[src/design/rte_pkg.sv]
// Shared types, constants and CORDIC step functions for rotation_to_euler_angles.
// No dependencies; every other design file imports this package.
package rte_pkg;

   localparam int CORDIC_STAGES = 16;   // micro-rotations per CORDIC, 8..24
   localparam int VAL_W         = 32;   // datapath width, Q.22 entries and Q.24 angles
   localparam int ENTRY_W       = 16;
   localparam int ENTRY_SHIFT   = 8;    // Q2.14 -> Q.22
   localparam int PROD_W        = 48;
   localparam int GAIN_Q16      = 107922;
   localparam int GAIN_SHIFT    = 16;
   localparam int PI_Q13        = 25736;
   localparam int TWO_PI_Q13    = 51472;
   localparam int ROUND_BIAS    = 1024;
   localparam int OUT_SHIFT     = 11;

   typedef logic signed [VAL_W-1:0]   val_type;
   typedef logic signed [ENTRY_W-1:0] entry_type;

   localparam val_type HALF_PI_Q24 = 32'sd26353589;
   localparam val_type ATAN_LOW [8] = '{32'sd13176795, 32'sd7778716, 32'sd4110060,
                                        32'sd2086331, 32'sd1047214, 32'sd524117,
                                        32'sd262123, 32'sd131069};

   typedef struct packed {
      logic    zero;
      val_type x;
      val_type y;
      val_type z;
   } vec_type;

   typedef struct packed {
      val_type a;
      val_type b;
   } pair_type;

   function automatic val_type atan_step(input int i);
      val_type r;
      if (i < 8) begin
         r = ATAN_LOW[i[2:0]];
      end else if (i <= 24) begin
         r = val_type'(32'sd1 <<< (24 - i));
      end else begin
         r = '0;
      end
      return r;
   endfunction

   // Zero check and quadrant pre-rotation into the right half plane.
   function automatic vec_type vec_init(input val_type x, input val_type y);
      vec_type v;
      v.zero = (x == '0) && (y == '0);
      v.x    = x;
      v.y    = y;
      v.z    = '0;
      if (x[VAL_W-1]) begin
         if (!y[VAL_W-1]) begin
            v.x = y;
            v.y = -x;
            v.z = HALF_PI_Q24;
         end else begin
            v.x = -y;
            v.y = x;
            v.z = -HALF_PI_Q24;
         end
      end
      return v;
   endfunction

   function automatic pair_type pair_init(input pair_type p, input val_type x,
                                          input val_type y);
      pair_type q;
      q = p;
      if (x[VAL_W-1]) begin
         if (!y[VAL_W-1]) begin
            q.a = p.b;
            q.b = -p.a;
         end else begin
            q.a = -p.b;
            q.b = p.a;
         end
      end
      return q;
   endfunction

   function automatic vec_type vec_step(input vec_type v, input int i);
      vec_type r;
      logic    up;
      r  = v;
      up = !v.y[VAL_W-1];
      if (!v.zero) begin
         r.x = up ? v.x + (v.y >>> i) : v.x - (v.y >>> i);
         r.y = up ? v.y - (v.x >>> i) : v.y + (v.x >>> i);
         r.z = up ? v.z + atan_step(i) : v.z - atan_step(i);
      end
      return r;
   endfunction

   function automatic pair_type pair_step(input pair_type p, input vec_type v,
                                          input int i);
      pair_type r;
      logic     up;
      r  = p;
      up = !v.y[VAL_W-1];
      if (!v.zero) begin
         r.a = up ? p.a + (p.b >>> i) : p.a - (p.b >>> i);
         r.b = up ? p.b - (p.a >>> i) : p.b + (p.a >>> i);
      end
      return r;
   endfunction

   // Q.24 -> Q.13 with rounding, wrap into [-pi, pi) and clamp.
   function automatic entry_type to_output(input val_type z);
      val_type a;
      a = (z + val_type'(ROUND_BIAS)) >>> OUT_SHIFT;
      if (a >= val_type'(PI_Q13)) begin
         a = a - val_type'(TWO_PI_Q13);
      end else if (a < -val_type'(PI_Q13)) begin
         a = a + val_type'(TWO_PI_Q13);
      end
      if (a > val_type'(PI_Q13 - 1)) begin
         a = val_type'(PI_Q13 - 1);
      end
      if (a < -val_type'(PI_Q13)) begin
         a = -val_type'(PI_Q13);
      end
      return entry_type'(a);
   endfunction

endpackage

[src/design/rte_out_buf.sv]
// Angle rounding/wrap and two-entry output buffer (output register plus skid).
// Produces the pipeline enable. Uses rte_pkg.
module rte_out_buf import rte_pkg::*; (
   input  logic      clock,
   input  logic      reset,
   input  logic      in_valid,
   input  val_type   in_yaw_z,
   input  val_type   in_pitch_z,
   input  val_type   in_roll_z,
   output logic      ce,
   output logic      rsp_valid,
   input  logic      rsp_stall,
   output entry_type rsp_yaw_angle,
   output entry_type rsp_pitch_angle,
   output entry_type rsp_roll_angle
);

   logic      out_v_ff, skid_v_ff;
   entry_type out_y_ff, out_p_ff, out_r_ff;
   entry_type skid_y_ff, skid_p_ff, skid_r_ff;
   entry_type new_y, new_p, new_r;
   logic      arrive, pop;

   assign ce     = !skid_v_ff;
   assign arrive = ce && in_valid;
   assign pop    = out_v_ff && !rsp_stall;
   assign new_y  = to_output(in_yaw_z);
   assign new_p  = to_output(in_pitch_z);
   assign new_r  = to_output(in_roll_z);

   always_ff @(posedge clock) begin
      if (reset) begin
         out_v_ff  <= 1'b0;
         skid_v_ff <= 1'b0;
      end else if (skid_v_ff) begin
         if (pop) begin
            skid_v_ff <= 1'b0;
         end
      end else if (arrive) begin
         if (out_v_ff && !pop) begin
            skid_v_ff <= 1'b1;
         end else begin
            out_v_ff <= 1'b1;
         end
      end else if (pop) begin
         out_v_ff <= 1'b0;
      end
   end

   always_ff @(posedge clock) begin
      if (skid_v_ff) begin
         if (pop) begin
            out_y_ff <= skid_y_ff;
            out_p_ff <= skid_p_ff;
            out_r_ff <= skid_r_ff;
         end
      end else if (arrive) begin
         if (out_v_ff && !pop) begin
            skid_y_ff <= new_y;
            skid_p_ff <= new_p;
            skid_r_ff <= new_r;
         end else begin
            out_y_ff <= new_y;
            out_p_ff <= new_p;
            out_r_ff <= new_r;
         end
      end
   end

   assign rsp_valid       = out_v_ff;
   assign rsp_yaw_angle   = out_y_ff;
   assign rsp_pitch_angle = out_p_ff;
   assign rsp_roll_angle  = out_r_ff;

endmodule

[config.mk]
export PLATFORM = sky130hd
export DESIGN_NAME = rte_out_buf
export DESIGN_NICKNAME = d
export VERILOG_FILES = /design/src/design/rte_pkg.sv /design/src/design/rte_out_buf.sv
export SDC_FILE = /design/constraint.sdc
export NUM_CORES = 1
export LEC_CHECK = 0
export ABC_AREA = 1
export ABC_CLOCK_PERIOD_IN_PS = 5100
export BUFFER_PORTS_ARGS = -buffer_cell sky130_fd_sc_hd__buf_2
export CAP_MARGIN = 5
export CELL_PAD_IN_SITES_DETAIL_PLACEMENT = 0
export CELL_PAD_IN_SITES_GLOBAL_PLACEMENT = 1
export CORE_AREA = 5 5 144 201
export DETAILED_ROUTE_END_ITERATION = 7
export DIE_AREA = 0 0 149 206
export GPL_TIMING_DRIVEN = 0
export PLACE_DENSITY = 0.82
export SLEW_MARGIN = 20
export SYNTH_ARGS = -nofsm -noshare
export SYNTH_HDL_FRONTEND = slang
export SYNTH_SLANG_ARGS = --single-unit
[constraint.sdc]
create_clock -name clock -period 5.1 [get_ports clock]
set_input_delay 1.02 -clock clock [delete_from_list [all_inputs] [get_ports clock]]
set_output_delay 1.02 -clock clock [all_outputs]
set_load 0.01 [all_outputs]
======== Yosys cells after proc, flatten, opt, wreduce, memory -nomap -nowiden ========
Cells that the tools add are included.
operators by class
  add/sub/neg operators ................... 9
  $lt $le $gt $ge ......................... 12
  equal/unequal tests ..................... 3
  multiplexer cells ....................... 31
  bitwise gates (word level) .............. 1
  reductions and logical operators ........ 11
operator list
  operator                number
  $mux 32                 9
  $mux 16                 15
  $add 32x12->32 const B  3
  $gt 32x16->1 const B    3
  $lt 32x16->1 const B    3
  $add 21x17->22 const B  3
  $sub 21x17->22 const B  3
  $ge 21x16->1 const B    3
  $lt 21x16->1 const B    3
  $reduce_and 3->1        3
  $mux 1                  7
  $ne 2x2->1 const B      2
  $reduce_bool 2->1       2
  $logic_and 1x1->1       3
  $logic_not 1->1         3
  $ne 2x1->1 const B      1
  $not 1->1               1
word-level totals
  flip-flop bits (word level) ............. 98
  input port bits ......................... 100
  output and inout port bits .............. 50
  logic and storage cells ................. 75

======== Logic depth before layout (Yosys ltp) ========
  depth after elaboration ................. 11
  gate-level depth with buffers ........... 38
  gate-level depth less buffers ........... 36

======== Least setup slack after synthesis ========
No wires, ideal clock.
  path kind ............................... input-to-reg
  start point ............................. input port in_pitch_z[10]
  end point ............................... register out_p_ff[12] (netlist: rsp_pitch_angle[12]), data pin
  library setup time ...................... 252 ps
  arrival ................................. 4,150 ps
  data required time ...................... 4,848 ps
  setup slack ............................. 697 ps
  stages on the path ...................... 36
  buffers on the path ..................... 3
  cells stage by stage .................... ha_1 -> nand2_2 -> nor2_2 -> nand3_1 -> nand2_1 -> ha_1 -> inv_1 -> nor3_1 -> nand3_1 -> nand2_1 -> nand2_1 -> nand3_1 -> nand2_1 -> nand2_2 -> nand2_2 -> buf_6 -> nand2_1 -> nand2_1 -> nor2_1 -> nand2_1 -> nor2_1 -> nand3_1 -> nand2_1 -> inv_1 -> nand2_2 -> buf_4 -> nand3_2 -> nor2_1 -> nand2_1 -> nand2_1 -> nand2_2 -> nand2_4 -> buf_8 -> nand2_2 -> nand2_1 -> nand2_1
between the ends
  cells in the longest elaborated chain, start to end .. 11
  elaborated cells on any way between the ends .. 14
  those cells by class .................... add/sub (3); order compare (4); mux (7)
RTL lines
  item                                                   RTL line                        source
  start, declared                                        rte_out_buf.sv:8                input val_type in_pitch_z,
  $add 32x12->32 *                                       rte_pkg.sv:115                  a = (z + val_type'(ROUND_BIAS)) >>> OUT_SHIFT;
  $add 21x17->22 / $lt 21x16->1 (equally long branches)  rte_pkg.sv:119, rte_pkg.sv:118
  $mux 32                                                rte_pkg.sv:118                  end else if (a < -val_type'(PI_Q13)) begin
  $mux 32 *                                              rte_pkg.sv:116                  if (a >= val_type'(PI_Q13)) begin
  $gt 32x16->1                                           rte_pkg.sv:121                  if (a > val_type'(PI_Q13 - 1)) begin
  $mux 32 *                                              rte_pkg.sv:121
  $lt 32x16->1                                           rte_pkg.sv:124                  if (a < -val_type'(PI_Q13)) begin
  $mux 16 *                                              rte_pkg.sv:124
  net new_p[12]                                          rte_out_buf.sv:21               entry_type new_y, new_p, new_r;
  $mux 16 *                                              rte_out_buf.sv:58               if (out_v_ff && !pop) begin
  $mux 16 *                                              rte_out_buf.sv:57               end else if (arrive) begin
  $mux 16 *                                              rte_out_buf.sv:51               if (skid_v_ff) begin
  end signal, assigned                                   rte_out_buf.sv:54               out_p_ff <= skid_p_ff;
  end signal, assigned                                   rte_out_buf.sv:64               out_p_ff <= new_p;
  end, declared                                          rte_out_buf.sv:19               entry_type out_y_ff, out_p_ff, out_r_ff;
The timed path passes the listed nets; every way through them passes the cells marked *. The select of a mux whose other input is x is not followed.
A chain may end at the register's enable or synchronous reset.

======== Worst setup path after layout ========
  start point ............................. input port in_yaw_z[10]
  end point ............................... register out_y_ff[12] (netlist: rsp_yaw_angle[12]), data pin
between the ends
  cells in the longest elaborated chain, start to end .. 11
  elaborated cells on any way between the ends .. 14
  those cells by class .................... add/sub (3); order compare (4); mux (7)
RTL lines
  item                                                   RTL line                        source
  start, declared                                        rte_out_buf.sv:7                input val_type in_yaw_z,
  $add 32x12->32 *                                       rte_pkg.sv:115
  $add 21x17->22 / $lt 21x16->1 (equally long branches)  rte_pkg.sv:119, rte_pkg.sv:118
  $mux 32                                                rte_pkg.sv:118
  $mux 32 *                                              rte_pkg.sv:116
  $gt 32x16->1                                           rte_pkg.sv:121
  $mux 32 *                                              rte_pkg.sv:121
  $lt 32x16->1                                           rte_pkg.sv:124
  $mux 16 *                                              rte_pkg.sv:124
  net new_y[12]                                          rte_out_buf.sv:21
  $mux 16 *                                              rte_out_buf.sv:58
  $mux 16 *                                              rte_out_buf.sv:57
  $mux 16 *                                              rte_out_buf.sv:51
  end signal, assigned                                   rte_out_buf.sv:53               out_y_ff <= skid_y_ff;
  end signal, assigned                                   rte_out_buf.sv:63               out_y_ff <= new_y;
  end, declared                                          rte_out_buf.sv:19
Marks and branches as above.

==> load_flow_metrics.sql <==
INSERT INTO impl_metrics (metric_group, metric, value, unit) VALUES
('outcome', 'run_status', 'complete, no violations', ''),
('flow_run', 'max_cap_violations', '0', ''),
('detailed_routing', 'antenna_violating_nets_post_route', '0', ''),
('timing', 'setup-violations-final', '0', ''),
('timing', 'finalWorstPathRequiredPeriod', '4801', 'ps'),
('critical_path', 'startpoint_type', 'input pin', ''),
('critical_path', 'worst-path-max-fanout', '10', ''),
('synthesis', 'post_synth_instance_area', '10800', 'µm²'),
('timing', 'layout_setup_ws', '299.2', 'ps'),
('floorplanning', 'die-width', '149', 'µm'),
('critical_path', 'crit_path_end_kind', 'register', ''),
('place', 'port_buffers', '119', ''),
('finish', 'most_common_cell_after_layout_fill_and_taps_aside', 'nand2_1', ''),
('global_route', 'grt_antenna_before_repair', '0', ''),
('clocking', 'cts_sinks', '98', ''),
('timing', 'max_freq', '208.3', 'MHz'),
('clocking', 'clk-insertion-delay-late', '360', 'ps'),
('global_route', 'grt_util_all_layers', '21.48', '%'),
('floorplanning', 'core', '26830', 'µm²'),
('detailed_routing', 'vias', '11636', ''),
('synthesis', 'cells_after_synth', '1837', ''),
('critical_path', 'criticalPathCategory', 'in2reg', ''),
('critical_path', 'cp.buffers_inverters', '3', ''),
('finish', 'area.growth.synth_to_final', '18.32', '%'),
('floorplanning', 'initial_utilization', '40.24', '%'),
('critical_path', 'critical_path_arrival', '4890', 'ps'),
('synthesis', 'yosys_register_bits', '98', ''),
('global_route', 'number_of_global_route_vias_before_repair', '10977', ''),
('floorplanning', 'die_y', '206', 'µm'),
('place', 'placed_cells_incl_taps', '2325', ''),
('place', 'dp_slack', '-562.1', 'ps'),
('place', 'gpl.final_weighted_congestion', '0.9265', ''),
('power', 'static-leakage-power', '0.006367', 'µW'),
('synthesis', 'synth.area.top_cells', 'nand2_1 28%, edfxtp_1 27%, nand3_1 9.5%, nor2_1 7.3%, inv_1 6.7%', ''),
('finish', 'post_route_cells_drive_above_1_share', '16.63', '%'),
('timing', 'min_period_over_period', '94.13', '%'),
('clocking', 'post_cts_hold_buffer_count', '0', ''),
('critical_path', 'timing.critical_path.slowest_cell_delay', '220', 'ps'),
('clocking', 'tritoncts', 'built', ''),
('timing', 'timing_worst_slew_pin_value', '653.1', 'ps'),
('place', 'detailedPlacementHpwl', '27130', 'µm'),
('timing', 'hold_viol_final', '0', ''),
('power', 'worst_ir_drop_vdd', '0.0001589', 'V'),
('detailed_routing', 'wire_per_inst', '14.04', 'µm'),
('timing', 'worst_clock_skew', '9.116', 'ps'),
('detailed_routing', 'detailedRoute.firstIterationViolations', '632', ''),
('synthesis', 'synth_warnings', '0', ''),
('critical_path', 'ff2ff_setup_slack', '3030', 'ps'),
('finish', 'layout.cells.most_common_list', '786 x nand2_1, 202 x nand3_1, 199 x nor2_1', ''),
('timing', 'worst_hold_check_slack', '520.0', 'ps'),
('synthesis', 'synth_top_area_share', '27.74', '%'),
('detailed_routing', 'wl', '33250', 'µm'),
('synthesis', 'synthesis.area_per_instance', '5.877', 'µm²'),
('global_route', 'grt_max_degree', '23', ''),
('critical_path', 'cpMostUsedCell', 'nand2_1', ''),
('detailed_routing', 'detail_routed_via_count_per_cell', '4.914', ''),
('hold_path', 'hold_crit_class', 'reg2reg', ''),
('clocking', 'clkTransAtPathRegs', '80', 'ps'),
('critical_path', 'required_worst_endpoint', '5190', 'ps'),
('global_route', 'grt_pass1_wl', '53550', 'µm'),
('power', 'power_per_cell_area', '199.1', 'nW/µm²'),
('detailed_routing', 'drt_pass1_iterations', '5', ''),
('synthesis', 'netlist.top_cell.by_area', 'nand2_1', ''),
('floorplanning', 'die_area', '30690', 'µm²'),
('floorplanning', 'io-pin-count', '150', ''),
('global_route', 'global_route.overflow_total', '0', ''),
('clocking', 'cts_inserted_buffers', '9', ''),
('timing', 'final_max_slew_viol_count', '0', ''),
('clocking', 'cts_buffer_depth', '2', ''),
('floorplanning', 'core.rowCount', '71', ''),
('finish', 'fin_cells', '2368', ''),
('timing', 'rsz0062_at_grt', 'true', ''),
('synthesis', 'synth_seq_area_share', '27.07', '%'),
('clocking', 'clockRootBuffer', 'clkbuf_16', ''),
('detailed_routing', 'drcViolationCount', '0', ''),
('finish', 'n_antenna_cell', '0', ''),
('synthesis', 'synth.lib_cells_used.distinct', '38', ''),
('timing', 'max_slew_margin', '56.46', '%'),
('clocking', 'cts_max_level', '3', ''),
('synthesis', 'synth_fp_nets', '1946', ''),
('critical_path', 'critical-path-slowest-cell', 'nor2_2', ''),
('critical_path', 'cell_type_group_with_the_largest_total_delay_on_the_critical_path', 'simple AND/OR/NAND/NOR gates', ''),
('finish', 'finish.net_count', '2107', '');
[worst reg2reg max path, stage by stage, from the launching register on]
cell and delay, ps:
dfxtp_1 310, clkbuf_1 320, inv_1 150, o21a_1 230
a21oi_4 330, buf_16 220, buf_16 180
[logic make-up (layout without fill, tap and decap cells)]
kind of cell	after synthesis	in the layout	share of synthesized area, %
simple gates	1352	1352	53.86
flops	98	98	27.07
buf+inv	238	404	9.167
xor+xnor	54	54	4.589
fa+ha+maj	9	9	1.043
compound gates	86	86	4.265
[Yosys cell counts, drive strengths merged]
library cell and instances:
nand2 848, nor2 235, nand3 211, inv 203, edfxtp 96, xor2 44
a21oi 41, o21ai 39, nand4 21, buf 20, nor3 19, nand3b 15
clkbuf 13, xnor2 10, ha 9, o21bai 3, a21o 2, clkinv 2
dfxtp 2, nor4 2, and3 1, o21a 1
[per-layer routing]
metal | part of all wire (%) | GRT usage (%) | vias up
met1 | 40 | 23.98 | 5203
met4 | 3.9 | 9.356 | 0
met5 | 0 | 0 | -
li1 | - | - | 6126
met2 | 53 | 41.25 | 241
met3 | 2.8 | 1.645 | 66
[sequential cells by signal, indices dropped and copies added (netlist names)]
name	cells
skid_y_ff	16
rsp_yaw_angle	16
rsp_valid	1
skid_v_ff	1
skid_p_ff	16
rsp_pitch_angle	16
rsp_roll_angle	16
skid_r_ff	16
[where the power goes]
group | leakage, µW | switching [µW] | internal, µW | total, µW
Clock | 0.000146 | 352 | 349 | 701
Sequential | 0.000916 | 14.6 | 957 | 972
Combinational | 0.00531 | 583 | 286 | 870
[layout make-up]
class | count | area (µm²)
plain buffers | 33 | 229.0
multi-input cells | 1501 | 7154
well taps | 365 | 456.7
clock buffers | 9 | 225.2
inverters | 205 | 780.7
flip-flops and latches | 98 | 2923
repair buffers | 150 | 925.9
clock inverters | 7 | 80.08
fillers | 2930 | 14050
[stage by stage]
step           util (%)  total power [µW]  area (µm²)  TNS, ps
6_report          47.62              2543       12770        0
5_1_grt           47.62              2704       12770   -77.73
4_1_cts           45.81              2515       12290        0
3_5_place_dp      44.65              1820       11980   -18860
3_3_place_gp      44.17              1803       11850   -22310
2_1_floorplan         -              1549       10800        0
[path summary, 6_finish.rpt]
check,start,end,cells after the start
setup reg to reg,skid_v_ff,rsp_yaw_angle[6],6
hold reg to reg,skid_p_ff[2],rsp_pitch_angle[2],2
setup / recovery,in_yaw_z[10],rsp_yaw_angle[12],31
hold / removal,skid_p_ff[2],rsp_pitch_angle[2],2
[timing repair]
action | CTS | global route
pin swaps | 0 | 12
endpoints found under the setup margin | 15 | 90
setup buffers | 0 | 26
gates cloned | 0 | 1
gates resized for setup | 1 | 71
(Power assumes the default switching activity.)
